[src/hdl/pfba_pkg.sv]
// Shared constants, types and helper functions for the page frame bitmap allocator.
`default_nettype none
package pfba_pkg;

    localparam int MAX_PAGES  = 4096;
    localparam int WORD_BITS  = 32;
    localparam int BIT_W      = $clog2(WORD_BITS);
    localparam int WORDS      = MAX_PAGES / WORD_BITS;
    localparam int WIDX_W     = $clog2(WORDS);
    localparam int PAGE_W     = $clog2(MAX_PAGES);
    localparam int CNT_W      = PAGE_W + 1;
    localparam int POP_W      = BIT_W + 1;
    localparam int MAX_RANGES = 8;
    localparam int RIDX_W     = $clog2(MAX_RANGES);
    localparam int RCNT_W     = RIDX_W + 1;
    localparam int OP_W       = 2;
    localparam int STAT_W     = 2;
    localparam int PADDR_W    = 3;

    localparam logic [OP_W-1:0] OP_ADD   = 2'd0;
    localparam logic [OP_W-1:0] OP_ALLOC = 2'd1;
    localparam logic [OP_W-1:0] OP_FREE  = 2'd2;

    localparam logic [STAT_W-1:0] ST_DONE = 2'd0;
    localparam logic [STAT_W-1:0] ST_FAIL = 2'd1;
    localparam logic [STAT_W-1:0] ST_FULL = 2'd2;

    localparam logic REG_TOTAL    = 1'b0;
    localparam logic REG_RESERVED = 1'b1;

    localparam logic [CNT_W-1:0] TOTAL_RESET    = CNT_W'(MAX_PAGES);
    localparam logic [CNT_W-1:0] RESERVED_RESET = '0;

    typedef logic [WORD_BITS-1:0] word_t;

    typedef struct packed {
        logic [OP_W-1:0]   op;
        logic [CNT_W-1:0]  lo;
        logic [CNT_W-1:0]  hi;
        logic [CNT_W-1:0]  lim;
        logic [PAGE_W-1:0] page;
        logic              add_ok;
        logic              free_ok;
    } wctl_t;

    typedef struct packed {
        word_t            wdata;
        word_t            cnt_bits;
        logic             hit;
        logic [BIT_W-1:0] hit_bit;
    } wres_t;

    // Bits of word w whose page number is below x.
    function automatic word_t below_mask(input logic [WIDX_W-1:0] w,
                                         input logic [CNT_W-1:0] x);
        logic [CNT_W-BIT_W-1:0] xw;
        word_t                  m;
        begin
            xw = x[CNT_W-1:BIT_W];
            if (xw > {1'b0, w}) begin
                m = '1;
            end else if (xw == {1'b0, w}) begin
                m = ~({WORD_BITS{1'b1}} << x[BIT_W-1:0]);
            end else begin
                m = '0;
            end
            return m;
        end
    endfunction

    function automatic logic [POP_W-1:0] pop_count(input word_t v);
        logic [POP_W-1:0] n;
        begin
            n = '0;
            for (int i = 0; i < WORD_BITS; i++) begin
                n = n + POP_W'(v[i]);
            end
            return n;
        end
    endfunction

endpackage
`default_nettype wire

[src/hdl/pfba_bitmap.sv]
// Bitmap word memory with per-word valid bits; unwritten words read as all used.
`default_nettype none
module pfba_bitmap (
    input  wire logic                         aclk,
    input  wire logic                         aresetn,
    input  wire logic                         rd_en,
    input  wire logic [pfba_pkg::WIDX_W-1:0]  rd_addr,
    output pfba_pkg::word_t                   rd_data,
    input  wire logic                         wr_en,
    input  wire logic [pfba_pkg::WIDX_W-1:0]  wr_addr,
    input  wire pfba_pkg::word_t              wr_data
);

    pfba_pkg::word_t               mem [pfba_pkg::WORDS];
    logic [pfba_pkg::WORDS-1:0]    valid_reg;
    pfba_pkg::word_t               rdata_reg;
    logic                          rvalid_reg;

    always_ff @(posedge aclk) begin
        if (wr_en) begin
            mem[wr_addr] <= wr_data;
        end
        if (rd_en) begin
            rdata_reg <= mem[rd_addr];
        end
    end

    always_ff @(posedge aclk) begin
        if (!aresetn) begin
            valid_reg  <= '0;
            rvalid_reg <= 1'b0;
        end else begin
            if (wr_en) begin
                valid_reg[wr_addr] <= 1'b1;
            end
            if (rd_en) begin
                rvalid_reg <= valid_reg[rd_addr];
            end
        end
    end

    assign rd_data = rvalid_reg ? rdata_reg : '1;

endmodule
`default_nettype wire

[src/hdl/pfba_word_unit.sv]
// Shared word unit: applies add, alloc or free to one bitmap word and masks it for counting.
`default_nettype none
module pfba_word_unit (
    input  wire logic [pfba_pkg::WIDX_W-1:0] word_idx,
    input  wire pfba_pkg::word_t             rdata,
    input  wire pfba_pkg::wctl_t             ctl,
    input  wire logic                        armed,
    output pfba_pkg::wres_t                  res
);

    pfba_pkg::word_t lim_mask;
    pfba_pkg::word_t range_mask;
    pfba_pkg::word_t cand;
    pfba_pkg::word_t lowest;
    pfba_pkg::word_t nword;
    logic [pfba_pkg::BIT_W-1:0] low_idx;

    always_comb begin
        lim_mask   = pfba_pkg::below_mask(word_idx, ctl.lim);
        range_mask = pfba_pkg::below_mask(word_idx, ctl.hi)
                   & ~pfba_pkg::below_mask(word_idx, ctl.lo);
        cand       = ~rdata & lim_mask;
        lowest     = cand & (~cand + pfba_pkg::word_t'(1));
        low_idx    = '0;
        for (int i = 0; i < pfba_pkg::WORD_BITS; i++) begin
            if (lowest[i]) begin
                low_idx = low_idx | pfba_pkg::BIT_W'(i);
            end
        end

        nword   = rdata;
        res.hit = 1'b0;
        unique case (ctl.op)
            pfba_pkg::OP_ADD: begin
                if (ctl.add_ok) begin
                    nword = rdata & ~range_mask;
                end
            end
            pfba_pkg::OP_ALLOC: begin
                if (armed && (cand != '0)) begin
                    nword   = rdata | lowest;
                    res.hit = 1'b1;
                end
            end
            pfba_pkg::OP_FREE: begin
                if (ctl.free_ok &&
                    (word_idx == ctl.page[pfba_pkg::PAGE_W-1:pfba_pkg::BIT_W])) begin
                    nword[ctl.page[pfba_pkg::BIT_W-1:0]] = 1'b0;
                end
            end
            default: begin
                nword = rdata;
            end
        endcase

        res.wdata    = nword;
        res.cnt_bits = ~nword & lim_mask;
        res.hit_bit  = low_idx;
    end

endmodule
`default_nettype wire

[src/hdl/pfba_seq.sv]
// Sequencer: range table, word sweep over the bitmap, free page count and result register.
`default_nettype none
module pfba_seq (
    input  wire logic                         aclk,
    input  wire logic                         aresetn,
    input  wire logic                         in_valid,
    output logic                              in_ready,
    input  wire logic [pfba_pkg::OP_W-1:0]    in_op,
    input  wire logic [pfba_pkg::PAGE_W-1:0]  in_page,
    input  wire logic [pfba_pkg::CNT_W-1:0]   in_end,
    input  wire logic [pfba_pkg::CNT_W-1:0]   total_pages,
    input  wire logic [pfba_pkg::CNT_W-1:0]   reserved_low_pages,
    output logic                              out_valid,
    input  wire logic                         out_ready,
    output logic [pfba_pkg::STAT_W-1:0]       out_status,
    output logic [pfba_pkg::PAGE_W-1:0]       out_granted,
    output logic [pfba_pkg::CNT_W-1:0]        out_free,
    output logic                              rd_en,
    output logic [pfba_pkg::WIDX_W-1:0]       rd_addr,
    input  wire pfba_pkg::word_t              rd_data,
    output logic                              wr_en,
    output logic [pfba_pkg::WIDX_W-1:0]       wr_addr,
    output pfba_pkg::word_t                   wr_data
);

    localparam logic [1:0] S_IDLE  = 2'd0;
    localparam logic [1:0] S_PREP  = 2'd1;
    localparam logic [1:0] S_SWEEP = 2'd2;

    logic [1:0]                     state_reg;
    logic [pfba_pkg::OP_W-1:0]      op_reg;
    logic [pfba_pkg::PAGE_W-1:0]    page_reg;
    logic [pfba_pkg::CNT_W-1:0]     end_reg;
    pfba_pkg::wctl_t                ctl_reg;
    logic [pfba_pkg::WIDX_W:0]      rd_ptr_reg;
    logic                           dv_reg;
    logic [pfba_pkg::WIDX_W-1:0]    dw_reg;
    logic                           cv_reg;
    pfba_pkg::word_t                cbits_reg;
    logic [pfba_pkg::CNT_W-1:0]     cnt_reg;
    logic                           found_reg;
    logic [pfba_pkg::PAGE_W-1:0]    grant_reg;
    logic [pfba_pkg::PAGE_W-1:0]    range_first_reg [pfba_pkg::MAX_RANGES];
    logic [pfba_pkg::CNT_W-1:0]     range_limit_reg [pfba_pkg::MAX_RANGES];
    logic [pfba_pkg::RCNT_W-1:0]    range_count_reg;
    logic                           out_valid_reg;
    logic [pfba_pkg::STAT_W-1:0]    out_status_reg;
    logic [pfba_pkg::PAGE_W-1:0]    out_granted_reg;
    logic [pfba_pkg::CNT_W-1:0]     out_free_reg;

    logic [pfba_pkg::CNT_W-1:0]     lim;
    logic [pfba_pkg::CNT_W-1:0]     page_ext;
    logic [pfba_pkg::CNT_W-1:0]     lo;
    logic [pfba_pkg::CNT_W-1:0]     hi;
    logic                           in_region;
    logic                           add_ok;
    logic                           accept;
    logic                           finish;
    logic [pfba_pkg::STAT_W-1:0]    status;
    pfba_pkg::wres_t                wres;

    pfba_word_unit u_word (
        .word_idx (dw_reg),
        .rdata    (rd_data),
        .ctl      (ctl_reg),
        .armed    (!found_reg),
        .res      (wres)
    );

    always_comb begin
        lim      = (total_pages > pfba_pkg::CNT_W'(pfba_pkg::MAX_PAGES))
                 ? pfba_pkg::CNT_W'(pfba_pkg::MAX_PAGES) : total_pages;
        page_ext = {1'b0, page_reg};
        lo       = (page_ext < reserved_low_pages) ? reserved_low_pages : page_ext;
        hi       = (end_reg < lim) ? end_reg : lim;
        add_ok   = range_count_reg < pfba_pkg::RCNT_W'(pfba_pkg::MAX_RANGES);
        in_region = 1'b0;
        for (int i = 0; i < pfba_pkg::MAX_RANGES; i++) begin
            if ((pfba_pkg::RCNT_W'(i) < range_count_reg) &&
                (page_reg >= range_first_reg[i]) &&
                (page_ext < range_limit_reg[i])) begin
                in_region = 1'b1;
            end
        end
    end

    assign in_ready = (state_reg == S_IDLE);
    assign accept   = in_valid && in_ready;
    assign rd_en    = (state_reg == S_PREP) ||
                      ((state_reg == S_SWEEP) && !rd_ptr_reg[pfba_pkg::WIDX_W]);
    assign rd_addr  = rd_ptr_reg[pfba_pkg::WIDX_W-1:0];
    assign wr_en    = dv_reg;
    assign wr_addr  = dw_reg;
    assign wr_data  = wres.wdata;
    assign finish   = (state_reg == S_SWEEP) && rd_ptr_reg[pfba_pkg::WIDX_W] &&
                      !dv_reg && !cv_reg && (!out_valid_reg || out_ready);

    always_comb begin
        unique case (ctl_reg.op)
            pfba_pkg::OP_ADD:   status = ctl_reg.add_ok ? pfba_pkg::ST_DONE : pfba_pkg::ST_FULL;
            pfba_pkg::OP_ALLOC: status = found_reg ? pfba_pkg::ST_DONE : pfba_pkg::ST_FAIL;
            pfba_pkg::OP_FREE:  status = ctl_reg.free_ok ? pfba_pkg::ST_DONE : pfba_pkg::ST_FAIL;
            default:            status = pfba_pkg::ST_FAIL;
        endcase
    end

    always_ff @(posedge aclk) begin
        if (accept) begin
            op_reg   <= in_op;
            page_reg <= in_page;
            end_reg  <= in_end;
        end
        if (state_reg == S_PREP) begin
            ctl_reg.op      <= op_reg;
            ctl_reg.lo      <= lo;
            ctl_reg.hi      <= hi;
            ctl_reg.lim     <= lim;
            ctl_reg.page    <= page_reg;
            ctl_reg.add_ok  <= add_ok;
            ctl_reg.free_ok <= (page_ext < lim) && in_region;
            if ((op_reg == pfba_pkg::OP_ADD) && add_ok) begin
                range_first_reg[range_count_reg[pfba_pkg::RIDX_W-1:0]] <= page_reg;
                range_limit_reg[range_count_reg[pfba_pkg::RIDX_W-1:0]] <= end_reg;
            end
        end
        dw_reg    <= rd_addr;
        cbits_reg <= wres.cnt_bits;
        if (dv_reg && wres.hit) begin
            grant_reg <= {dw_reg, wres.hit_bit};
        end
        if (finish) begin
            out_status_reg  <= status;
            out_granted_reg <= found_reg ? grant_reg : '0;
            out_free_reg    <= cnt_reg;
        end
    end

    always_ff @(posedge aclk) begin
        if (!aresetn) begin
            state_reg       <= S_IDLE;
            rd_ptr_reg      <= '0;
            dv_reg          <= 1'b0;
            cv_reg          <= 1'b0;
            cnt_reg         <= '0;
            found_reg       <= 1'b0;
            range_count_reg <= '0;
            out_valid_reg   <= 1'b0;
        end else begin
            dv_reg <= rd_en;
            cv_reg <= dv_reg;
            if (rd_en) begin
                rd_ptr_reg <= rd_ptr_reg + (pfba_pkg::WIDX_W+1)'(1);
            end
            if (cv_reg) begin
                cnt_reg <= cnt_reg + pfba_pkg::CNT_W'(pfba_pkg::pop_count(cbits_reg));
            end
            if (dv_reg && wres.hit) begin
                found_reg <= 1'b1;
            end
            if (finish) begin
                out_valid_reg <= 1'b1;
            end else if (out_ready) begin
                out_valid_reg <= 1'b0;
            end
            unique case (state_reg)
                S_IDLE: begin
                    if (accept) begin
                        rd_ptr_reg <= '0;
                        cnt_reg    <= '0;
                        found_reg  <= 1'b0;
                        state_reg  <= S_PREP;
                    end
                end
                S_PREP: begin
                    if ((op_reg == pfba_pkg::OP_ADD) && add_ok) begin
                        range_count_reg <= range_count_reg + pfba_pkg::RCNT_W'(1);
                    end
                    state_reg <= S_SWEEP;
                end
                S_SWEEP: begin
                    if (finish) begin
                        state_reg <= S_IDLE;
                    end
                end
                default: begin
                    state_reg <= S_IDLE;
                end
            endcase
        end
    end

    assign out_valid   = out_valid_reg;
    assign out_status  = out_status_reg;
    assign out_granted = out_granted_reg;
    assign out_free    = out_free_reg;

endmodule
`default_nettype wire

[src/hdl/page_frame_bitmap_allocator_top.sv]
// Top level of the page frame bitmap allocator: stream ports, APB registers, bitmap and sequencer.
//
// Usage:
//   s_ channel carries one request word: operation (add range, alloc, free), a page number
//   and, for add range, the exclusive end page. m_ channel returns one result word per
//   request: status, granted page and the number of free pages below total_pages.
//   APB registers: total_pages at 0x0, reserved_low_pages at 0x4. Write them only while
//   no request is in flight.
//   Every request sweeps all 128 bitmap words through one read-modify-write word unit on
//   a single-port-read memory: 128 word reads (the first in the setup state), then the
//   dv and cv stages drain and the result register is loaded; m_tvalid rises and s_tready
//   returns in the same cycle. One request is handled at a time.
//   Reset marks every page used, empties the range table and restores the registers
//   (total_pages 4096, reserved_low_pages 0). No clearing pass is needed.
//   The result sits in an output register; the next request may be taken while it waits.
//   If m_tready stays low, the following request stalls at its end until the result is taken.
`default_nettype none
module page_frame_bitmap_allocator_top (
    input  wire logic                          aclk,
    input  wire logic                          aresetn,
    input  wire logic                          s_tvalid,
    output logic                               s_tready,
    input  wire logic [31:0]                   s_tdata,  // operation, page_number, range_end_page
    output logic                               m_tvalid,
    input  wire logic                          m_tready,
    output logic [31:0]                        m_tdata,  // status, granted_page, free_pages
    input  wire logic                          psel,
    input  wire logic                          penable,
    input  wire logic                          pwrite,
    input  wire logic [pfba_pkg::PADDR_W-1:0]  paddr,
    input  wire logic [31:0]                   pwdata,
    output logic [31:0]                        prdata,
    output logic                               pready
);

    localparam int IN_PAGE_LO = pfba_pkg::OP_W;
    localparam int IN_END_LO  = IN_PAGE_LO + pfba_pkg::PAGE_W;
    localparam int IN_BITS    = IN_END_LO + pfba_pkg::CNT_W;
    localparam int OUT_BITS   = pfba_pkg::STAT_W + pfba_pkg::PAGE_W + pfba_pkg::CNT_W;

    logic [pfba_pkg::CNT_W-1:0]   total_reg;
    logic [pfba_pkg::CNT_W-1:0]   reserved_reg;
    logic                         cfg_wr;
    logic [pfba_pkg::STAT_W-1:0]  out_status;
    logic [pfba_pkg::PAGE_W-1:0]  out_granted;
    logic [pfba_pkg::CNT_W-1:0]   out_free;
    logic                         rd_en;
    logic [pfba_pkg::WIDX_W-1:0]  rd_addr;
    pfba_pkg::word_t              rd_data;
    logic                         wr_en;
    logic [pfba_pkg::WIDX_W-1:0]  wr_addr;
    pfba_pkg::word_t              wr_data;

    assign pready = 1'b1;
    assign cfg_wr = psel && penable && pwrite && pready;

    always_ff @(posedge aclk) begin
        if (!aresetn) begin
            total_reg    <= pfba_pkg::TOTAL_RESET;
            reserved_reg <= pfba_pkg::RESERVED_RESET;
        end else if (cfg_wr) begin
            if (paddr[2] == pfba_pkg::REG_RESERVED) begin
                reserved_reg <= pwdata[pfba_pkg::CNT_W-1:0];
            end else begin
                total_reg <= pwdata[pfba_pkg::CNT_W-1:0];
            end
        end
    end

    assign prdata = (paddr[2] == pfba_pkg::REG_RESERVED)
                  ? {{(32-pfba_pkg::CNT_W){1'b0}}, reserved_reg}
                  : {{(32-pfba_pkg::CNT_W){1'b0}}, total_reg};

    pfba_bitmap u_bitmap (
        .aclk    (aclk),
        .aresetn (aresetn),
        .rd_en   (rd_en),
        .rd_addr (rd_addr),
        .rd_data (rd_data),
        .wr_en   (wr_en),
        .wr_addr (wr_addr),
        .wr_data (wr_data)
    );

    pfba_seq u_seq (
        .aclk               (aclk),
        .aresetn            (aresetn),
        .in_valid           (s_tvalid),
        .in_ready           (s_tready),
        .in_op              (s_tdata[pfba_pkg::OP_W-1:0]),
        .in_page            (s_tdata[IN_END_LO-1:IN_PAGE_LO]),
        .in_end             (s_tdata[IN_BITS-1:IN_END_LO]),
        .total_pages        (total_reg),
        .reserved_low_pages (reserved_reg),
        .out_valid          (m_tvalid),
        .out_ready          (m_tready),
        .out_status         (out_status),
        .out_granted        (out_granted),
        .out_free           (out_free),
        .rd_en              (rd_en),
        .rd_addr            (rd_addr),
        .rd_data            (rd_data),
        .wr_en              (wr_en),
        .wr_addr            (wr_addr),
        .wr_data            (wr_data)
    );

    assign m_tdata = {{(32-OUT_BITS){1'b0}}, out_free, out_granted, out_status};

endmodule
`default_nettype wire

[config.mk]
export PLATFORM = sky130hd
export DESIGN_NAME = page_frame_bitmap_allocator_top
export DESIGN_NICKNAME = d
export VERILOG_FILES = /design/src/hdl/pfba_pkg.sv /design/src/hdl/pfba_bitmap.sv /design/src/hdl/pfba_word_unit.sv /design/src/hdl/pfba_seq.sv /design/src/hdl/page_frame_bitmap_allocator_top.sv
export SDC_FILE = /design/constraint.sdc
export NUM_CORES = 2
export LEC_CHECK = 0
export ABC_CLOCK_PERIOD_IN_PS = 12600
export BUFFER_PORTS_ARGS = -buffer_cell sky130_fd_sc_hd__buf_4
export CAP_MARGIN = 20
export CORE_MARGIN = 4
export CORE_UTILIZATION = 55
export DETAILED_ROUTE_END_ITERATION = 16
export PLACE_DENSITY = 0.73
export SLEW_MARGIN = 30
export SYNTH_ARGS = -nofsm -noshare
export SYNTH_HDL_FRONTEND = slang
export SYNTH_MEMORY_MAX_BITS = 65536
export SYNTH_SLANG_ARGS = --single-unit
[constraint.sdc]
create_clock -name aclk -period 12.6 [get_ports aclk]
set_clock_uncertainty 0.05 [all_clocks]
set_input_delay 1.26 -clock aclk [delete_from_list [all_inputs] [get_ports aclk]]
set_output_delay 1.26 -clock aclk [all_outputs]
set_load 0.01 [all_outputs]
* Word level (Yosys, flattened, before mapping)
Memory sizes are Yosys's and may differ from the RTL's. A register that Yosys moved wholly into a read port is not among the register bits. Cells that the tools add are included.
Storage, ports and cells: output and inout port bits 67, register bits after elaboration 346, logic and storage cells 295, input bits 74, memories kept 3, latch bits 0, ROM bits 0, memory bits (writable) 4296
Cells by class: order comparisons 37, equality and inequality tests 18, multiply operators 0, shift operators 3, bitwise logic cells 17, reductions and logical operators 50, muxes and demuxes 98, add/subtract/negate cells 35, div/mod/pow operators 0
Memories:
- u_bitmap.mem | depth 128, bits a word 32, rd ports 1, clocked after memory_dff 1, wr ports 1, line pfba_bitmap.sv:14 | pfba_pkg::word_t mem [pfba_pkg::WORDS];
- u_seq.range_limit_reg | depth 8, bits a word 13, rd ports 8, clocked after memory_dff 0, wr ports 1, line pfba_seq.sv:44 | logic [pfba_pkg::CNT_W-1:0] range_limit_reg [pfba_pkg::MAX_RANGES];
- u_seq.range_first_reg | depth 8, bits a word 12, rd ports 8, clocked after memory_dff 0, wr ports 1, line pfba_seq.sv:43 | logic [pfba_pkg::PAGE_W-1:0] range_first_reg [pfba_pkg::MAX_RANGES];
Operators by type and width (count):
- 2-to-1 mux 32 bit | 10
- inverter 32 bit | 9
- 2-to-1 mux 128 bit | 2
- bitwise AND 32 bit | 6
- adder 6 x 1 -> 6 bit | 30
- 2-to-1 mux 13 bit | 13
- less-than comparator 12 x 13 -> 1 bit | 10
- bitwise OR 128 bit | 1
- greater-or-equal comparator 12 bit | 8
- case mux 32 bit (3 select lines) | 1
- left shift 32 x 5 -> 32 bit, first input constant | 3
- 2-to-1 mux 4 bit | 11
- 2-to-1 mux 1 bit | 33
- adder 32 x 1 -> 32 bit, second input constant | 1
- 2-to-1 mux 8 bit | 4
- bitwise OR 32 bit | 1
- nonzero test 32 bit | 1
- logical AND 1 bit | 31
- equality test 8 x 7 -> 1 bit | 3
- > comparator 8 x 7 -> 1 bit | 3
- 2-to-1 mux 3 bit | 8
- 2-to-1 mux 2 bit | 10
- less-than comparator 3 x 4 -> 1 bit, first input constant | 4
- less-than comparator 7 x 8 -> 1 bit, second input constant | 2
- 33 further kinds | 53

* Longest topological paths before layout
word-level depth 36, gate-level depth with buffers 26, depth with buffers taken out 26

* By module
From an unflattened synthesis, not the netlist that was laid out.
Second synthesis, totals: cells, all modules 8663, area, all modules 185430.3 um^2
Modules (own cells, without submodules):
- pfba_bitmap | times used 1, sequential area each 126541.4 um^2, cells an instance 6465, area an instance 161546.2 um^2
- pfba_seq | times used 1, sequential area each 11040.6 um^2, cells an instance 1425, area an instance 18656.6 um^2
- pfba_word_unit | times used 1, sequential area each 0.0 um^2, cells an instance 631, area an instance 3860.0 um^2
- page_frame_bitmap_allocator_top | times used 1, sequential area each 520.5 um^2, cells an instance 142, area an instance 1367.6 um^2

* Least setup slack after synthesis
No wires, ideal clock.
path kind register to register, start reg u_seq.dw_reg (netlist bit u_seq.wr_addr[3]), end mem u_bitmap.mem[0][29] (netlist name), data pin, slack 804 ps, clock period less this slack 11796 ps, data arrival time 10141 ps, library setup time 1605 ps, buffers on the path 4, stages on the path, launching flop included 13, data required time 10945 ps, cells stage by stage dfxtp_1 > clkbuf_1 > inv_1 > ha_1 > and4_1 > buf_2 > o31ai_2 > a221oi_1 > nor3_4 > nand4bb_1 > buf_2 > buf_2 > o41ai_1
On the way: word-level cells in the longest chain between the ends 10, elaborated cells between the ends (all ways) 29, those cells by class 1 x add/sub; 3 x order compare; 4 x eq/ne; 10 x mux; 8 x bitwise; 3 x reduce/logical
RTL lines:
- start: declaration | line pfba_seq.sv:37 | logic [pfba_pkg::WIDX_W-1:0] dw_reg;
- start signal: assignment | line pfba_seq.sv:126 | dw_reg <= rd_addr;
- branches (longest 9 deep; another with adder 32 x 1 -> 32 bit)
- case mux 32 bit (3 select lines) (*) | line pfba_word_unit.sv:33 | unique case (ctl.op)
- via u_bitmap.wr_data[29] | line pfba_bitmap.sv:11 | input wire pfba_pkg::word_t wr_data
- end: declaration | line pfba_bitmap.sv:14
Mark *: on every way through the listed nets, which the timed path passes.

* Worst setup path in the final report
start reg u_seq.dw_reg (netlist bit u_seq.wr_addr[3]), end mem u_bitmap.mem[14][20] (netlist name), data pin
Same word-level chain as after synthesis.

==> results_dict.tcl <==
set metrics [dict create \
    status "complete, no violations" \
    critPathLaunchType "flop" \
    postCtsSetupBuffers 0 \
    cts_hold_buf 0 \
    yosys_most_used_dff "edfxtp_1" \
    worstSkewPairLatency_ns 0.97 \
    path_clk_slew_ns 0.06 \
    slew_headroom_pct 29.33 \
    finalCritPeriodShare_pct 51.38 \
    cts.sinks 4674 \
    clock_tree.buffer_depth 4 \
    cap_violations 0 \
    io_pins 141 \
    synth_cell_type_count 95 \
    cts_resized 0 \
    max_freq_mhz 154.5 \
    grt_util_all_layers_pct 28.10 \
    cp_slowest_cell "nor2_1" \
    io_buffer_count 89 \
    dr.pass1.iters 8 \
    die_area_um2 344900 \
    cts_tree "yes" \
    arrival_ns 7.07 \
    syn-cell-area_um2 184600 \
    cts-buffers-inserted 447 \
    min_period_ns 6.474 \
    synth_commonest_cells "edfxtp_1 (4449), mux4_2 (1386), inv_1 (291)" \
    vias 92450 \
    cp_cell_sequence "buf_4, inv_1, ha_1, nand4_1, nor2_1, nand3_1, a211oi_2, a21oi_1, nand4_2, o41a_2, nand4_1, nand2_4, buf_4" \
    die_w_um 587.3 \
    hp-start "s_tdata[24]" \
    largest_reg_flops 4096 \
    finalHoldViolCount 0 \
    p_sw_share_pct 21.41 \
    sequentialPowerShare_pct 53.3 \
    final_layout_size_suffix_gt1_share_pct 28.24 \
    tns_ns 0 \
    reg2reg_depth 13 \
    synth-seq-cells 4674 \
    synth_most_common_cell "edfxtp_1" \
    fin_util_pct 62.13 \
    setup_viol 0 \
    via_per_inst 6.734 \
    preCtsSetupSlack_ns 6.186 \
    worstSetupEndpointType "flop" \
    p_leak_nw 63.92 \
    r2r-start "u_seq.wr_addr[3]$_DFF_P_" \
    grt_max_degree 159 \
    switchingPower_w 0.006914 \
    root_buffer "clkbuf_16" \
    cp.required_ns 13.20 \
    slew_viol_final 0 \
    yosys_warnings 0 \
    grt_pass1_wl_um 692500 \
    ff2ff_setup_slack_ns 6.13 \
    h-tree-depth 5 \
    synth_top_area_share_pct 72.38 \
    worstHoldEndpoint "u_seq.end_reg[10]$_DFFE_PP_" \
    crit_buf_inv 3 \
    power.internal_w 0.02538 \
    core_um2 334000 \
    fin_nets 9307 \
    drc 0 \
    tightest_slew_ns 1.060 \
    p_clk_share_pct 41.1 \
    hold_class "in2reg" \
    antenna_found_initial 47 \
    dp.final_hpwl_um 258900 \
    grt-ovfl-total 0 \
    max_stage_delay_ns 0.76 \
    rows 212 \
    vdd_drop_max_v 0.0001323 \
    synthToLayoutAreaGrowth_pct 12.42 \
    totalWireLength_um 486000 \
    r2r-end "u_bitmap.mem[14][20]$_DFFE_PP_" \
    cp_max_fo 66 \
    syn_area_per_cell_um2 21.62 \
    drt_iter0_markers 14520 \
    ys_seq_area_share_pct 74.82 \
    die_height_um 587.3 \
    combPwrFrac_pct 5.6 \
    synthCells 8538 \
    synth_top_area_cell "edfxtp_1" \
    synthTopCellsByArea "edfxtp_1 (72%), mux4_2 (17%), dfxtp_1 (2.4%)" \
    ant_nets 0 \
    crit_type "reg2reg" \
    path_delay_family "simple AND/OR/NAND/NOR gates" \
    grt_setup_unrepaired "false" \
    gp_congestion 0.9495 \
    grt_pass1_vias 93230 \
    worstHoldPathCells 1 \
    synth_edf_count 4449 \
    wire_per_inst_um 35.40 \
    start_util_pct 55.27 \
    power_density_nw_per_um2 155.6 \
    ys_async_sr_fraction_pct 0 \
    fin_ws_ns 6.126 \
]
==> per-stage QoR <==
stage / hold slack (ns) / cells / instance area [um2] / power, W
2_1_floorplan: 0.2790 / 8561 / 184700 / 0.01870
3_3_place_gp: 0.3851 / 12880 / 192600 / 0.01926
3_5_place_dp: 0.3976 / 12880 / 192800 / 0.01933
4_1_cts: 0.3444 / 13710 / 207300 / 0.03244
5_1_grt: 0.3688 / 13720 / 207500 / 0.03328
6_report: 0.4097 / 13730 / 207500 / 0.03230
==> worst max path at each step <==
stage,from,end,slack (ns),cells past startpoint
floorplan,u_seq.wr_addr[3]$_DFF_P_,u_bitmap.mem[0][29]$_DFFE_PP_,0.80,12
global placement,u_seq.cbits_reg[24]$_DFF_P_,u_seq.cnt_reg[12]$_SDFF_PN0_,6.17,22
detailed placement,u_seq.cbits_reg[24]$_DFF_P_,u_seq.cnt_reg[12]$_SDFF_PN0_,6.19,21
CTS,u_seq.cbits_reg[24]$_DFF_P_,u_seq.cnt_reg[12]$_SDFF_PN0_,6.21,21
global route,u_seq.wr_addr[6]$_DFF_P_,u_bitmap.mem[0][20]$_DFFE_PP_,5.82,14
finish,u_seq.wr_addr[3]$_DFF_P_,u_bitmap.mem[14][20]$_DFFE_PP_,6.13,13
==> cell families after synthesis <==
kind of cell | share of synthesized area, %
fa+ha+maj | 2.007
compound gates | 2.303
buf+inv | 1.524
other cells | 0.004069
flops | 74.82
simple gates | 2.043
xor+xnor | 0.1281
mux | 17.17
==> metal layers <==
layer / GRT usage (%) / part of all wire [%] / up-vias
met3: 6.495 / 12 / 956
met4: 10.39 / 4.2 / 18
li1: - / - / 36370
met1: 39.82 / 37 / 48950
met2: 43.41 / 47 / 6167
met5: 0 / 0.025 / -
==> worst reg2reg max path, stage by stage (launching register included) <==
cell and delay (ns):
dfxtp_1 0.31, buf_4 0.22, inv_1 0.16, ha_1 0.34
nand4_1 0.44, nor2_1 0.77, nand3_1 0.33, a211oi_2 0.45
a21oi_1 0.19, nand4_2 0.32, o41a_2 0.76, nand4_1 0.28
nand2_4 0.74, buf_4 0.70
==> cell type report <==
cell class              instances  area, um2
multi-input cells            3170      45130
fillers                     21720     126500
diodes                          9      22.52
clock inverters               245       2431
well taps                    4387       5489
inverters                     293       1104
flip-flops and latches       4674     138100
clock buffers                 586      12040
repair buffers                366       3166
==> cells in the final DEF, fill, tap and decap left out, types with 37 or more instances in the layout <==
cell	n
a21o_1	54
o21a_1	147
edfxtp_1	4449
o21ai_0	68
bufinv_16	40
buf_4	333
nor2_1	133
nand2b_1	43
clkinv_1	92
a21oi_1	95
mux4_2	1386
dfxtp_1	218
clkbuf_1	114
ha_1	256
clkinv_2	74
nor2_4	129
mux2_2	37
clkbuf_16	454
nand2_1	263
inv_1	290
a21boi_0	37
==> power by group through the flow <==
| stage | Clock, W | Combinational (W) | Sequential (W) |
|---|---|---|---|
| final | 0.0133 | 0.00181 | 0.0172 |
| after global routing | 0.0141 | 0.00194 | 0.0172 |
| after CTS | 0.0134 | 0.00180 | 0.0172 |
| after detailed placement | 0 | 0.00179 | 0.0175 |
| after global placement | 0 | 0.00172 | 0.0175 |
| after floorplan | 0 | 0.00114 | 0.0176 |
Note: power is estimated with default switching activity, not from simulation.
